`config.mk`:
```
export PLATFORM = sky130hd
export DESIGN_NAME = tlbpt_tlb_line
export DESIGN_NICKNAME = d
export VERILOG_FILES = /design/src/rtl/assert_macros.svh /design/src/rtl/tlbpt_pkg.sv /design/src/rtl/tlbpt_tlb_line.sv
export SDC_FILE = /design/constraint.sdc
export NUM_CORES = 1
export LEC_CHECK = 0
export ABC_AREA = 0
export BUFFER_PORTS_ARGS = -buffer_cell sky130_fd_sc_hd__buf_2
export CORE_ASPECT_RATIO = 1.4
export CORE_MARGIN = 2
export CORE_UTILIZATION = 40
export DETAILED_ROUTE_END_ITERATION = 7
export PLACE_DENSITY = 0.81
export REMOVE_ABC_BUFFERS = 1
export SLEW_MARGIN = 5
export SYNTH_ARGS = -nofsm -noshare
export SYNTH_HDL_FRONTEND = slang
export SYNTH_SLANG_ARGS = --single-unit
```
`constraint.sdc`:
```
create_clock -name clock -period 3.1 [get_ports clock]
set_clock_uncertainty 0.2 [all_clocks]
set_input_delay 0 -clock clock [delete_from_list [all_inputs] [get_ports clock]]
set_output_delay 0 -clock clock [all_outputs]
set_load 0.01 [all_outputs]
```
`src/rtl/assert_macros.svh`:
```
// Assertion helpers shared by the RTL.
`ifndef ASSERT_MACROS_SVH
`define ASSERT_MACROS_SVH

// Same-cycle implication.
`define ASSERT_IMPL(label, clk, rst, ante, cons) \
   label: assert property (@(posedge clk) disable iff (rst) (ante) |-> (cons)) \
      else $error("assertion failed");

// Next-cycle implication.
`define ASSERT_NEXT(label, clk, rst, ante, cons) \
   label: assert property (@(posedge clk) disable iff (rst) (ante) |=> (cons)) \
      else $error("assertion failed");

`endif

```
`src/rtl/tlbpt_pkg.sv`:
```
// ---------------------------------------------------------------------------
// TLB page translator package
// Fixed field widths and the control word of the TLB line chain.
// ---------------------------------------------------------------------------
package tlbpt_pkg;

   // address space geometry; every field width follows from these
   localparam int PAGE_COUNT   = 1024;
   localparam int FRAME_COUNT  = 256;
   localparam int OFFSET_WIDTH = 10;

   localparam int VA_WIDTH  = $clog2(PAGE_COUNT) + OFFSET_WIDTH;
   localparam int PA_WIDTH  = $clog2(FRAME_COUNT) + OFFSET_WIDTH;
   localparam int EVP_WIDTH = $clog2(PAGE_COUNT);

   typedef enum logic {
      MODE_FIFO = 1'b0,
      MODE_LRU  = 1'b1
   } repl_mode_type;

   // shift: push a new line in at the head; rewrite: the line holding the
   // fill frame takes the fill page
   typedef struct packed {
      logic shift;
      logic rewrite;
   } tlb_ctl_type;

endpackage

```
`src/rtl/tlbpt_tlb_line.sv`:
```
// ---------------------------------------------------------------------------
// TLB line cell
// One translation entry; takes its left neighbour's entry on a shift.
// ---------------------------------------------------------------------------
module tlbpt_tlb_line #(
   parameter int PW = 10,
   parameter int FW = 8
) (
   input  logic                  clock,
   input  logic                  reset,
   input  tlbpt_pkg::tlb_ctl_type ctl,
   input  logic                  prev_valid,
   input  logic [PW-1:0]         prev_page,
   input  logic [FW-1:0]         prev_frame,
   input  logic [PW-1:0]         look_page,
   input  logic [PW-1:0]         fill_page,
   input  logic [FW-1:0]         fill_frame,
   output logic                  line_valid,
   output logic [PW-1:0]         line_page,
   output logic [FW-1:0]         line_frame,
   output logic                  hit,
   output logic                  frame_match
);
   import tlbpt_pkg::*;

   logic          valid_ff;
   logic [PW-1:0] page_ff;
   logic [FW-1:0] frame_ff;

   assign hit         = valid_ff && (page_ff == look_page);
   assign frame_match = valid_ff && (frame_ff == fill_frame);

   always_ff @(posedge clock) begin
      if (reset) begin
         valid_ff <= 1'b0;
      end else if (ctl.shift) begin
         valid_ff <= prev_valid;
      end
   end

   always_ff @(posedge clock) begin
      if (ctl.shift) begin
         page_ff  <= prev_page;
         frame_ff <= prev_frame;
      end else if (ctl.rewrite && frame_match) begin
         page_ff <= fill_page;
      end
   end

   assign line_valid = valid_ff;
   assign line_page  = page_ff;
   assign line_frame = frame_ff;
endmodule

```
# Word-level counts from Yosys, hierarchy flattened
# Cells that the tools add are included.
# totals
romBits	0
elab_cells	11
reg_bits	19
ram_bits	0
latchBits	0
mem_count	0
# classes
reduce_logical	4
div	0
shifts	0
n_bitwise	0
add_sub_neg	0
magnitude_cmp	0
multipliers	0
mux	2
n_eq_ne	2
# ops
op	n
$mux W10	2
$eq A10 B10 Y1	1
$eq A8 B8 Y1	1
$logic_and A1 B1 Y1	3
$reduce_bool A2 Y1	1

# Longest topological paths before layout
# depth
depth_word	5
depth_mapped	3
mapped_depth_nobuf	3

# Least setup slack after synthesis
# OpenSTA, ideal clock, no wires.
# synth_path
path_type	reg2reg
start	register frame_ff[4], in the netlist line_frame[4]
end	register page_ff[0], in the netlist line_page[0], enable pin
period_less_slack_ns	2.102
slack_ns	0.998
arrival_time_ns	1.516
stages_incl_launch_ff	4
n_path_buf	0
path_cell_list	edfxtp_1 > xnor2_1 > nand4_1 > o41ai_2
# synth_via
elab_chain_cells	4
# synth_lines
item	line	rtl
from (decl)	tlbpt_tlb_line.sv:28	logic [FW-1:0] frame_ff;
from (signal assigned)	tlbpt_tlb_line.sv:44	frame_ff <= prev_frame;
$eq A8 B8 Y1	tlbpt_tlb_line.sv:31	assign frame_match = valid_ff && (frame_ff == fill_frame);
$logic_and A1 B1 Y1	tlbpt_tlb_line.sv:31	
$logic_and A1 B1 Y1	tlbpt_tlb_line.sv:45	end else if (ctl.rewrite && frame_match) begin
$reduce_bool A2 Y1 (no source line)	-	
to (signal assigned)	tlbpt_tlb_line.sv:43	page_ff <= prev_page;
to (signal assigned)	tlbpt_tlb_line.sv:46	page_ff <= fill_page;
to (decl)	tlbpt_tlb_line.sv:27	logic [PW-1:0] page_ff;
# Every way passes these cells.
# A chain may end at the register's enable or synchronous reset.

# Final worst setup path
# layout_path
start	input ctl[1] (netlist name)
end	register page_ff[3], in the netlist line_page[3] (data pin)
# layout_via
elab_chain_cells	1
# layout_lines
item	line	rtl
from (decl)	tlbpt_tlb_line.sv:11	input tlbpt_pkg::tlb_ctl_type ctl,
$mux W10	tlbpt_tlb_line.sv:42	if (ctl.shift) begin
# Every way passes these cells.

==> impl_metrics.tcl <==
set metrics [dict create \
    post-cts-setup-buffers 0 \
    top_usage_layer "met2" \
    ios 72 \
    r2r-end "line_page[4]" \
    required_ns 2.96 \
    synth_top_area_cell "edfxtp_1" \
    synth_top_family_by_area "XOR/XNOR gates" \
    final_core_util_pct 75.3 \
    use_met3_pct 3.27 \
    slew_violations 0 \
    synth_fa_ha_area_share_pct 0 \
    hold_path_class "in2reg" \
    rsz0062_at_grt "no" \
    hp-start "ctl[0]" \
    cts_sinks 19 \
    coreArea_um2 2180 \
    dieHeight_um 60.6 \
    cts_buffers 3 \
    timing.final.hold_violations 0 \
    place_ws_ns 1.31 \
    finalNetCount 219 \
    yosys_warnings 0 \
    postSynthCellCount 61 \
    synthDominantCellAreaShare_pct 59.0 \
    timing.rr.start "line_frame[5]" \
    powerDensity_nw_per_um2 368 \
    synth_common_cells "edfxtp_1 (18), xnor2_1 (18), mux2_2 (10)" \
    final.setup.worst_slack_ns 1.08 \
    holdPathEnd "line_page[6]" \
    multi_input_area_um2 343 \
    crit_path_end_kind "flop" \
    async_reset_ff_share_pct 0 \
    cts_tree "done" \
    drive_gt1_share_pct 52.1 \
    clock_path_buffers 2 \
    drt-pass1-iter-count 4 \
    final-setup-viol-count 0 \
    finalCriticalPeriod_ns 2.02 \
    die_x_um 44.4 \
    synth-compound-area-share_pct 1.78 \
    drtIter0Drc 19 \
    hold_slack_ns 0.0671 \
    routed_wl_um 2890 \
    synth_edf_count 18 \
    place.gp.congestion 0.797 \
    cts.clk_slew.worst_paths_ns 0.11 \
    worstSetupStartpointType "primary input" \
    crit_type "in2reg" \
    crit_fanout 20 \
    ys.flop_type "edfxtp_1" \
    area_growth_pct 79.0 \
    overflow 0 \
    clock_tree.root_cell "clkbuf_4" \
    worst_ir_drop_vdd_uv 274 \
    wl_per_cell_um 15.3 \
    p_leak_uw 0.000726 \
    grt_pass1_wl_um 4440 \
    synth-xor-area-share_pct 17.2 \
    worstMarginPinSlew_ns 0.451 \
    fmax_ghz 0.495 \
    synth_area_leaders "edfxtp_1 (59%), xnor2_1 (17%), mux2_2 (12%)" \
    antenna_found_initial 0 \
    rows 20 \
    vias_per_cell 4.74 \
    grt_max_degree 21 \
    die_area_um2 2690 \
    grt_pass1_vias 1024 \
    seq_area_frac_synth_pct 61.2 \
    grt_use_total_pct 23.8 \
    via_count 896 \
    post-dp-hpwl_um 1740 \
    cp.arrival_ns 1.88 \
    r2r_slack_ns 1.30 \
    antenna_left 0 \
    drc 0 \
    use_met2_pct 49.8 \
    outcome "finished clean" \
    synthMuxAreaShare_pct 13.4 \
    slew-limit-headroom_pct 69.9 \
    ys_types 13 \
    cts.htree.levels 1 \
    fillers 153 \
    synth.ff_latch_count 19 \
    seqCellArea_um2 561 \
    total_power_uw 602 \
    clk_latency_ns 0.29 \
    syn_area_per_cell_um2 15.0 \
    grt_util_met1_pct 20.8 \
    portBuffers 71 \
    tns_ns 0 \
    finalCritPeriodShare_pct 65.1 \
    start_util_pct 42.1 \
    antenna_cells 0 \
    ctsResizeCount 0 \
    yosys.area_share.simple_pct 5.05 \
    min_path_cells 4 \
    syn_area_um2 916 \
    cap_violations 0 \
    crit_path_start "ctl[1]" \
    rr_worst_depth 4 \
]
placed cells by master, fill, tap and decap left out, drive strengths merged:
master / instances
nor3: 2
xnor2: 18
nor2: 1
buf: 72
clkinv: 1
dlygate4sd3: 31
o41ai: 1
nand4: 3
mux2i: 1
nand2: 1
inv: 2
edfxtp: 18
dfxtp: 1
clkbuf: 3
nand3: 2
mux2: 10
registers in the layout, summed over array words and instances (netlist names):
signal      flops
line_page      10
line_valid      1
line_frame      8
worst max path at each step:
stage	to	slack, ns	cells after the start
2_1_floorplan	line_page[0]	1.0	3
4_1_cts	line_page[7]	1.09	4
3_5_place_dp	line_page[3]	1.31	4
3_3_place_gp	line_page[0]	1.37	4
6_report	line_page[3]	1.08	4
5_1_grt	line_page[3]	1.03	4
per-stage QoR:
stage	cell area, µm²	instances
2_1_floorplan	911	60
3_3_place_gp	1300	154
3_5_place_dp	1300	154
4_1_cts	1640	189
5_1_grt	1640	189
6_report	1640	189
cell type report:
cell class | count | area share (%)
clock buffer | 3 | 1.37
clock inverter | 1 | 0.305
inverter | 2 | 0.458
multi-input combinational | 39 | 20.9
sequential | 19 | 34.2
tap | 22 | 1.68
timing repair buffer | 103 | 41.1
kinds of logic after synthesis:
group           count (synthesis)
xor+xnor                       18
flops                          19
compound gates                  1
mux                            11
simple gates                    9
buf+inv                         3
worst max-delay path, cell delays in order:
cell and delay (ns):
dlygate4sd3_1 0.51, buf_2 0.39, mux2_2 0.41, dlygate4sd3_1 0.56
report_power, final:
group	leakage, µW	switching, µW	internal, µW
combinational	0.000523	60.3	97.9
clock	0.0000177	74.9	47.9
sequential	0.000184	15.0	306
timing repair:
action / 4_1_cts / 5_1_grt
endpoints found under the hold margin: 27 / 0
setup endpoints to repair: 0 / 0
hold buffers: 31 / 0
metal layers:
metal  vias to the layer above  part of all wire [%]
met4                         0                   2.2
li1                        436                     -
met5                         -                     0
met2                        36                    63
met1                       418                    30
met3                         6                   4.5
(Power assumes the default switching activity.)
