==> config.mk <==
export PLATFORM = sky130hd
export DESIGN_NAME = tlbpt_rank_cell
export DESIGN_NICKNAME = d
export VERILOG_FILES = /design/src/rtl/assert_macros.svh /design/src/rtl/tlbpt_rank_cell.sv
export SDC_FILE = /design/constraint.sdc
export NUM_CORES = 1
export LEC_CHECK = 0
export BUFFER_PORTS_ARGS = -buffer_cell sky130_fd_sc_hd__buf_2
export CAP_MARGIN = 20
export CORE_MARGIN = 5
export CORE_UTILIZATION = 25
export CTS_CLUSTER_DIAMETER = 100
export CTS_CLUSTER_SIZE = 16
export DETAILED_ROUTE_END_ITERATION = 6
export GPL_TIMING_DRIVEN = 0
export PLACE_DENSITY = 0.51
export SETUP_SLACK_MARGIN = 0.2
export SLEW_MARGIN = 25
export SYNTH_ARGS = -nofsm -noshare
export SYNTH_HDL_FRONTEND = slang
export SYNTH_SLANG_ARGS = --single-unit
==> constraint.sdc <==
create_clock -name clock -period 2.7 [get_ports clock]
set_clock_uncertainty 0.1 [all_clocks]
set_input_delay 0.405 -clock clock [delete_from_list [all_inputs] [get_ports clock]]
set_output_delay 0.405 -clock clock [all_outputs]
set_load 0.01 [all_outputs]
==> src/rtl/assert_macros.svh <==
// Assertion helpers shared by the RTL.
`ifndef ASSERT_MACROS_SVH
`define ASSERT_MACROS_SVH

// Same-cycle implication.
`define ASSERT_IMPL(label, clk, rst, ante, cons) \
   label: assert property (@(posedge clk) disable iff (rst) (ante) |-> (cons)) \
      else $error("assertion failed");

// Next-cycle implication.
`define ASSERT_NEXT(label, clk, rst, ante, cons) \
   label: assert property (@(posedge clk) disable iff (rst) (ante) |=> (cons)) \
      else $error("assertion failed");

`endif

==> src/rtl/tlbpt_rank_cell.sv <==
// ---------------------------------------------------------------------------
// Recency rank cell
// Holds the recency rank of one frame; 0 is the most recently used.
// ---------------------------------------------------------------------------
module tlbpt_rank_cell #(
   parameter int FW    = 8,
   parameter int CW    = 9,
   parameter int INDEX = 0
) (
   input  logic          clock,
   input  logic          update,
   input  logic [FW-1:0] sel_frame,
   input  logic [FW-1:0] old_rank,
   input  logic [CW-1:0] count_new,
   input  logic [FW-1:0] lru_rank,
   output logic [FW-1:0] sel_rank,
   output logic          lru_flag
);
   localparam logic [FW-1:0] MY_FRAME = FW'(INDEX);
   localparam logic [CW-1:0] MY_COUNT = CW'(INDEX);

   logic [FW-1:0] rank_ff;
   logic          sel;
   logic          in_use;

   assign sel      = (sel_frame == MY_FRAME);
   assign in_use   = (MY_COUNT < count_new);
   assign sel_rank = sel ? rank_ff : '0;
   assign lru_flag = (rank_ff == lru_rank);

   // selected frame goes to the front; younger frames age by one
   always_ff @(posedge clock) begin
      if (update) begin
         if (sel) begin
            rank_ff <= '0;
         end else if (in_use && (rank_ff < old_rank)) begin
            rank_ff <= rank_ff + FW'(1);
         end
      end
   end
endmodule
# Yosys cells after proc, flatten, opt, wreduce, memory -nomap -nowiden
# Cells that the tools add are included.
dict set report classes {
  n_addsub 1
  order_cmp 2
  n_eq_ne 1
  mux 2
  n_reduce_logical 4
}
# cell n
set ops {}
lappend ops {{$mux W8} 2}
lappend ops {{$lt A1 B9 Y1 const A} 1}
lappend ops {{$add A8 B1 Y8 const B} 1}
lappend ops {{$eq A8 B8 Y1} 1}
lappend ops {{$logic_not A8 Y1} 1}
lappend ops {{$lt A8 B8 Y1} 1}
lappend ops {{$reduce_and A2 Y1} 1}
lappend ops {{$reduce_bool A2 Y1} 1}
lappend ops {{$logic_and A1 B1 Y1} 1}
dict set report word_totals {
  reg_bits 8
  inputBits 35
  out_inout_bits 9
  word_cells 11
}

# Longest topological paths before layout
# Gate-level depths: netlist of run 1.
dict set report depth {
  depth_word 4
  depth_mapped 6
  ltp_nobuf 6
}

# Least setup slack after synthesis of run 1
# No wires, ideal clock.
dict set report synth_path {
  kind {register to register}
  from {register rank_ff[5]}
  to {register rank_ff[0] (enable)}
  setup_time_ns 0.334
  arrival_time_ns 1.557
  t_required_ns 2.266
  setup_slack_ns 0.709
  path_stages_with_launch 6
  n_path_buf 0
  period_less_slack_ns 1.991
  path_cell_list {edfxtp_1 > ha_1 > a211oi_1 > nor2_1 > nor3b_1 > a32o_1}
}
dict set report synth_via {
  elab_chain_cells 4
}
# item line_no
set synth_rtl {}
lappend synth_rtl {{from (decl)} tlbpt_rank_cell.sv:22} ;# logic [FW-1:0] rank_ff;
lappend synth_rtl {{from (signal assigned)} tlbpt_rank_cell.sv:37} ;# rank_ff <= rank_ff + FW'(1);
lappend synth_rtl {{$lt A8 B8 Y1} tlbpt_rank_cell.sv:36} ;# end else if (in_use && (rank_ff < old_rank)) begin
lappend synth_rtl {{$logic_and A1 B1 Y1} tlbpt_rank_cell.sv:36}
lappend synth_rtl {{$reduce_bool A2 Y1 (no line)} --}
lappend synth_rtl {{$reduce_and A2 Y1 (no line)} --}
# Every way passes these cells.
# A chain may end at the register's enable or synchronous reset.

# Worst setup path after layout of run 1
dict set report layout_path {
  from {register rank_ff[5]}
  to {register rank_ff[2] (enable)}
}
# The elaborated chain is that of the path after synthesis.

==> metrics.cfg, run 1 <==
[sta]
hold_violations=0
tightest_slew_ns=0.3735
finalSetupTns_ns=0
clock.fmax_mhz=452.2
min_period_over_period=0.8190
period_needed_ns=2.211
fin_ws_ns=0.4887
hold_ws_ns=0.5589
slew_headroom=0.7510
rsz0062_at_grt=false
setup_viol=0
slew_violations=0

[power_and_ir_drop]
p_int_w=0.0002744
power_density_nw_per_um2=379.2
clkPwrFrac=0.237
pwr-share-seq=0.480
comb_power_share=0.283
total_power_w=0.0003943
vdd_drop_max_mv=0.1627
switching_share=0.3040
power.switching_w=0.0001199
p_leak_nw=0.5020

[global_routing]
grt_pass1_vias=804
antenna_found_initial=0
grt_pass1_wl_um=3256
grtUsageTotal=0.09774
overflow=0
grt_max_degree=11

[yosys]
ys.flop_type=edfxtp_1
synth_top_area_cell=edfxtp_1
ys_async_sr_fraction=0
synth_enable_flop_cells=8
yosys.cell_types.count=22
synth_area_um2=760.7
ys_ff_latch=8
syn_nets=126
yosysSeqAreaShare=0.3158
yosys_warnings=0
synth_top_area_share=0.3158
avgSynthCellArea_um2=9.165
synthTopCellsByArea=edfxtp_1, ha_1, xnor2_1
syn_inst=83
synth_commonest_cells=nor2_1, xnor2_1, and2_1, edfxtp_1, ha_1
synth_most_common_cell=nor2_1

[critical_path]
critical_path.cell_chain=ha_1, a211oi_1, nor2_1, nor3b_1, a32o_1
max_stage_delay_ns=0.50
r2r_setup_slack_ns=0.49
worstRegToRegCells=5
r2r-end=rank_ff[2]$_SDFFCE_PN0P_
cp_slowest_cell=edfxtp_1
crit_arrival_ns=2.03
cp_max_fo=8
critical_path_class=reg2reg
end_kind=flip-flop
required_ns=2.51
worstSetupStartpointType=flip-flop
crit_end=rank_ff[2]$_SDFFCE_PN0P_
crit_path_start=rank_ff[5]$_SDFFCE_PN0P_
r2r-start=rank_ff[5]$_SDFFCE_PN0P_

[clock_tree]
cts_root_buf=clkbuf_4
clock-sinks=8
ctsLongestPathBuffers=2
hold_buffers=0
cts_made_buffers=3
clock_latency_ns=0.26
cts_resized=0
clkTransAtPathRegs_ns=0.06
post_cts_buffers=0
cts_tree=yes
h-tree-depth=1

[routing]
wire_per_inst_um=12.00
ant_nets=0
routed_wirelength_um=1944
vias=760
drtIter0Drc=12
avgViaCountPerCell=4.691
firstDrtPassIters=3
drc_errors=0

[final_layout]
area_growth_pct=36.68
largest_reg_flops=8
diodes=0
utilization=0.3492
fin_nets=174
drive_above_1_share=0.3876
regMostFlops=rank_ff
top_regs=rank_ff: 8 flops

[die]
die_h_um=65.16
core_area_um2=2978
fp-row-count=20
initial_core_util=0.2555
die_width_um=65.16
ios=44
die_area_um2=4246

[min_path]
min_path_type=in2reg
min_from=sel_frame[2]

[placement]
gp_congestion=0.7466
portBuffers=43
place_ws_ns=0.4652
dpl.hpwl_um=1617

[run_status]
status=finished, final reports clean

[job]
drv_cap=0

## metrics by stage
step | cell area [um^2] | instances
global placement | 1017 | 159
global route | 1040 | 162
detailed placement | 1017 | 159
finish | 1040 | 162
floorplan | 760.7 | 83
CTS | 1040 | 162
## area by class of cell
class	count	area, um^2
flip-flops and latches	8	240.2
well taps	33	41.29
fillers	312	1938
plain buffers	1	11.26
clock buffers	3	22.52
repair buffers	43	215.2
inverters	7	26.28
multi-input cells	67	483.0
## layout by cell type, fill, tap and decap left out, types with 2 or more instances in the layout
cell       n
buf_2     43
nor2_1    13
xnor2_1    9
and2_1     8
ha_1       8
edfxtp_1   8
inv_1      7
nand3_1    6
xor2_1     5
nand4_1    3
clkbuf_4   3
or4_4      2
o21ai_0    2
and3_1     2
## cell families (layout without fill, tap and decap cells)
group	count (synthesis)	in the layout	share of synthesized area
xor+xnor	14	14	0.1612
fa+ha+maj	8	8	0.1316
flops	8	8	0.3158
buf+inv	8	54	0.04935
compound gates	6	6	0.05263
simple gates	39	39	0.2895
## metal layers
layer	routed length, um	global-route usage
met3	154	0.03248
met4	28	0.03886
met1	859	0.1117
met2	901	0.1669
met5	0	0
## worst min-delay path by stage
stage,cells past startpoint,endpoint
floorplan,2,rank_ff[7]$_SDFFCE_PN0P_
global placement,2,rank_ff[7]$_SDFFCE_PN0P_
detailed placement,2,rank_ff[7]$_SDFFCE_PN0P_
CTS,4,rank_ff[1]$_SDFFCE_PN0P_
global route,4,rank_ff[1]$_SDFFCE_PN0P_
finish,4,rank_ff[1]$_SDFFCE_PN0P_
## power by group through the flow
| stage | Combinational (W) | Sequential [W] | Clock (W) |
|---|---|---|---|
| after floorplan | 0.0000757 | 0.000181 | 0 |
| after global placement | 0.000109 | 0.000192 | 0 |
| after detailed placement | 0.000114 | 0.000192 | 0 |
| after CTS | 0.000114 | 0.000190 | 0.0000962 |
| after global routing | 0.000131 | 0.000192 | 0.000107 |
| final | 0.000111 | 0.000189 | 0.0000934 |
## critical path, delay by kind of cell, from the launching register on
kind                       cells  cell delay (ns)
AOI/OAI and AO/OA              2             0.67
and+or+nand+nor                2             0.26
adders and majority gates      1             0.34
DFF                            1             0.50
(Power assumes the default switching activity.)
==> inputs of run 2 (changes only) <==
- clock period: 2.7 -> 2.17 ns (I/O delays scaled with it)
==> metrics.cfg, run 2 (synthesized netlist as in run 1, its figures left out) <==
[run_status]
status=finished, final reports clean

[routing]
avgViaCountPerCell=4.494  ; -4.2%
drc_errors=0  ; unchanged
firstDrtPassIters=2  ; -1
wire_per_inst_um=12.43  ; +3.6%
drtIter0Drc=16  ; +4
routed_wirelength_um=2213  ; +14%
ant_nets=0  ; unchanged
vias=800  ; +5.3%

[sta]
rsz0062_at_grt=true
hold_ws_ns=0.4832  ; -0.07566 ns
finalSetupTns_ns=0  ; unchanged
hold_violations=0  ; unchanged
min_period_over_period=0.8922
slew_headroom=0.8093  ; +0.05831
slew_violations=0  ; unchanged
period_needed_ns=1.936
clock.fmax_mhz=516.5
setup_viol=0  ; unchanged
tightest_slew_ns=0.2860  ; -0.08747 ns

[global_routing]
grt_pass1_vias=830  ; +3.2%
grt_pass1_wl_um=3408  ; +4.7%
grt_max_degree=9  ; -2
grtUsageTotal=0.1020  ; +0.004312
overflow=0  ; unchanged
antenna_found_initial=0  ; unchanged

[critical_path]
crit_path_start=sel_frame[6]
crit_arrival_ns=1.51  ; -0.52 ns
end_kind=primary output
worstSetupStartpointType=input pin
r2r-start=rank_ff[5]$_SDFFCE_PN0P_
required_ns=1.74  ; -0.77 ns
cp_max_fo=5  ; -3
critical_path_class=in2out

[clock_tree]
clock-sinks=8  ; unchanged
cts_made_buffers=3  ; unchanged
hold_buffers=0  ; unchanged
cts_root_buf=clkbuf_4
clock_latency_ns=0.25  ; about the same
h-tree-depth=1  ; unchanged
ctsLongestPathBuffers=2  ; unchanged
clkTransAtPathRegs_ns=0.05  ; about the same
cts_tree=yes

[final_layout]
drive_above_1_share=0.5172  ; +0.1296
regMostFlops=rank_ff
num-fill-cells=312  ; unchanged
largest_reg_flops=8  ; unchanged
diodes=0  ; unchanged
top_regs=rank_ff: 8 flops
fin_nets=190  ; +9.2%
multi_input_area_um2=519.2  ; +7.5%
area_growth_pct=62.66
final-instance-count-excl-fill=178  ; +9.9%
ff_latch_area_um2=240.2  ; unchanged
final_cell_mix=buf_2, buf_4, nor2_1, xnor2_1
layout.cells.most_common=buf_2

[die]
die_width_um=65.16  ; unchanged
ios=44  ; unchanged
die_h_um=65.16  ; unchanged
initial_core_util=0.2555  ; unchanged
core_area_um2=2978  ; unchanged
fp-row-count=20  ; unchanged
die_area_um2=4246  ; unchanged

[placement]
placed_cells=159  ; unchanged
gp_congestion=0.7254  ; -2.8%
dpl.hpwl_um=1625  ; +0.54%
portBuffers=43  ; unchanged

[min_path]
min_from=update
min_path_type=in2reg

[power_and_ir_drop]
power_density_nw_per_um2=429.7  ; +13%
p_leak_nw=0.6040  ; +20%
vdd_drop_max_mv=0.4319  ; +170%

[job]
drv_cap=0  ; unchanged

## run 2: changes by cell type in the layout (fill, tap and decap cells not counted), sizes merged
cell and change:
buf +16
## run 2: worst paths after layout
kind                              end  slack, ns  cells past startpoint
max reg2reg  rank_ff[1]$_SDFFCE_PN0P_       0.31                      5
max                       sel_rank[5]       0.23                      6
min          rank_ff[7]$_SDFFCE_PN0P_       0.48                      2
min reg2reg  rank_ff[7]$_SDFFCE_PN0P_       0.65                      3
## run 2: layout make-up
cell class / count / area share
buffer: 1 / 0.009100
clock buffer: 3 / 0.01820
inverter: 7 / 0.02123
multi-input combinational: 67 / 0.4196
sequential: 8 / 0.1941
tap: 33 / 0.03337
timing repair buffer: 59 / 0.3043
## run 2: report_power, final
part / internal (W) / switching, W / leakage (nW)
clock network: 0.0000631 / 0.0000475 / 0.0138
registers: 0.000199 / 0.0000215 / 0.0759
logic: 0.000113 / 0.0000873 / 0.514
total: 0.000375 / 0.000156 / 0.604
## run 2: critical path, stage by stage
cell and delay (ns):
buf_6 0.09, or4_4 0.53, nor2_4 0.20, buf_6 0.14
and2_4 0.13, buf_6 0.09
## run 2: routing by layer
metal,vias up,track usage,share of wire
met1,367,0.09589,0.38
met4,0,0,0
met3,0,0.04274,0.049
met5,-,0,0
li1,415,-,-
met2,18,0.2124,0.57
## run 2: what timing repair did
action	4_1_cts	5_1_grt
cloned	0	0
buffers inserted	7	9
gates resized for setup	0	16
pin swaps	2	6
setup endpoints to repair	11	14
## run 2: stage by stage
stage / cell area [um^2] / worst slack, ns / power (W) / util
2_1_floorplan: 762.0 / 0.2629 / 0.0003201 / -
3_3_place_gp: 1018 / 0.09411 / 0.0003755 / 0.3420
3_5_place_dp: 1018 / 0.09584 / 0.0003814 / 0.3420
4_1_cts: 1094 / 0.2012 / 0.0005036 / 0.3672
5_1_grt: 1237 / 0.1946 / 0.0005737 / 0.4155
6_report: 1237 / 0.2339 / 0.0005317 / 0.4155
==> inputs of run 3 (changes only) <==
- PLACE_DENSITY: 0.51 -> 0.52
- clock period: 2.17 -> 1.7 ns (I/O delays scaled with it)
==> metrics.cfg, run 3 (synthesized netlist as in run 1, its figures left out) <==
[run_status]
status=complete, but fails checks
violations=setup timing

[placement]
dpl.hpwl_um=1607  ; -1.1%
gp_congestion=0.7812  ; +7.7%
place_area_um2=1028  ; +0.98%
portBuffers=43  ; unchanged

[final_layout]
diodes=0  ; unchanged
final_cell_mix=buf_2, buf_6, nor2_1, xnor2_1, edfxtp_1
regMostFlops=rank_ff
design_area_um2=1276  ; +3.1%
ff_latch_area_um2=240.2  ; unchanged
drive_above_1_share=0.5315  ; +0.01423
fin_nets=188  ; -1.1%
utilization=0.4286  ; +0.01302
multi_input_area_um2=534.3  ; +2.9%
largest_reg_flops=8  ; unchanged
layout.cells.most_common=buf_2
num-fill-cells=304  ; -2.6%
area_growth_pct=67.76
top_regs=rank_ff: 8 flops

[clock_tree]
cts_tree=yes
clock_latency_ns=0.25  ; about the same
cts_made_buffers=3  ; unchanged
clock-sinks=8  ; unchanged
ctsLongestPathBuffers=2  ; unchanged
cts_root_buf=clkbuf_4
clkTransAtPathRegs_ns=0.05  ; about the same
h-tree-depth=1  ; unchanged
hold_buffers=0  ; unchanged

[die]
die_width_um=65.16  ; unchanged
die_area_um2=4246  ; unchanged
ios=44  ; unchanged
die_h_um=65.16  ; unchanged
fp-row-count=20  ; unchanged
core_area_um2=2978  ; unchanged
initial_core_util=0.2555  ; unchanged

[sta]
hold_violations=0  ; unchanged
finalSetupTns_ns=-1.764  ; -1.764 ns
min_period_over_period=1.083
setup_viol=16  ; +16
slew_violations=0  ; unchanged
slew_headroom=0.8305  ; +0.02117
period_needed_ns=1.840
fin_ws_ns=-0.1405  ; -0.3743 ns
rsz0062_at_grt=true
clock.fmax_mhz=543.3
tightest_slew_ns=0.2519  ; -0.03408 ns

[routing]
vias=780  ; -2.5%
avgViaCountPerCell=4.432  ; -1.4%
routed_wirelength_um=2097  ; -5.2%
drtIter0Drc=13  ; -3
drc_errors=0  ; unchanged
ant_nets=0  ; unchanged
firstDrtPassIters=4  ; +2
wire_per_inst_um=11.91  ; -4.2%

[global_routing]
overflow=0  ; unchanged
grtUsageTotal=0.1068  ; +0.004748
grt_pass1_vias=800  ; -3.6%
antenna_found_initial=0  ; unchanged
grt_max_degree=9  ; unchanged
grt_pass1_wl_um=3491  ; +2.4%

[power_and_ir_drop]
vdd_drop_max_mv=0.5549  ; +28%
p_leak_nw=0.6046  ; about the same
power_density_nw_per_um2=538.8  ; +25%

[job]
drv_cap=0  ; unchanged

[critical_path]
end_kind=flip-flop
cp_max_fo=8  ; +3
required_ns=1.54  ; -0.20 ns
crit_arrival_ns=1.68  ; +0.17 ns
r2r_setup_slack_ns=-0.14  ; -0.45 ns
critical_path_class=reg2reg
worstSetupStartpointType=flip-flop

[min_path]
min_path_type=in2reg

run 3: final cells by class:
type / instances / share of cell area
inverters: 7 / 0.02059
repair buffers: 57 / 0.3137
multi-input cells: 67 / 0.4186
well taps: 33 / 0.03235
flip-flops and latches: 8 / 0.1882
clock buffers: 3 / 0.01765
plain buffers: 1 / 0.008824
run 3: worst paths after layout:
| path | start | endpoint | cells past startpoint |
|---|---|---|---|
| worst min-delay path | update | rank_ff[3]$_SDFFCE_PN0P_ | 2 |
| worst max-delay path | rank_ff[1]$_SDFFCE_PN0P_ | rank_ff[4]$_SDFFCE_PN0P_ | 5 |
| worst max register to register | rank_ff[1]$_SDFFCE_PN0P_ | rank_ff[4]$_SDFFCE_PN0P_ | 5 |
| worst min register to register | rank_ff[0]$_SDFFCE_PN0P_ | rank_ff[0]$_SDFFCE_PN0P_ | 1 |
run 3: power by group:
part           switching [W]  internal [W]  leakage [nW]
Clock              0.0000588     0.0000804        0.0138
Combinational       0.000118      0.000151         0.515
Sequential         0.0000257      0.000254        0.0759
Total               0.000202      0.000485         0.605
run 3: timing repair:
item | in CTS | in global routing
setup buffers | 12 | 2
gates resized for setup | 16 | 10
pin swaps | 13 | 4
setup endpoints to repair | 17 | 24
gates cloned | 0 | 0
run 3: through the flow:
| step | setup slack, ns | cells | hold slack, ns | total power, W |
|---|---|---|---|---|
| after floorplan | -0.1852 | 83 | 0.5172 | 0.0004128 |
| after global placement | -0.3907 | 159 | 0.6177 | 0.0004846 |
| after detailed placement | -0.3701 | 159 | 0.6160 | 0.0004910 |
| after CTS | -0.1608 | 174 | 0.4248 | 0.0006770 |
| after global routing | -0.2558 | 176 | 0.4277 | 0.0007467 |
| final | -0.1405 | 176 | 0.4184 | 0.0006877 |
run 3: routing by layer:
metal,track usage,part of all wire,up-vias
met2,0.1985,0.54,21
li1,-,-,409
met1,0.1183,0.41,350
met3,0.03761,0.050,0
met5,0,0,-
met4,0.01554,0,0
run 3: worst max-delay path: stages, from the launching register on:
cell and delay, ns:
edfxtp_1 0.41, ha_1 0.29, o21ai_1 0.11, a21oi_1 0.06, o31ai_1 0.21, a32o_2 0.34
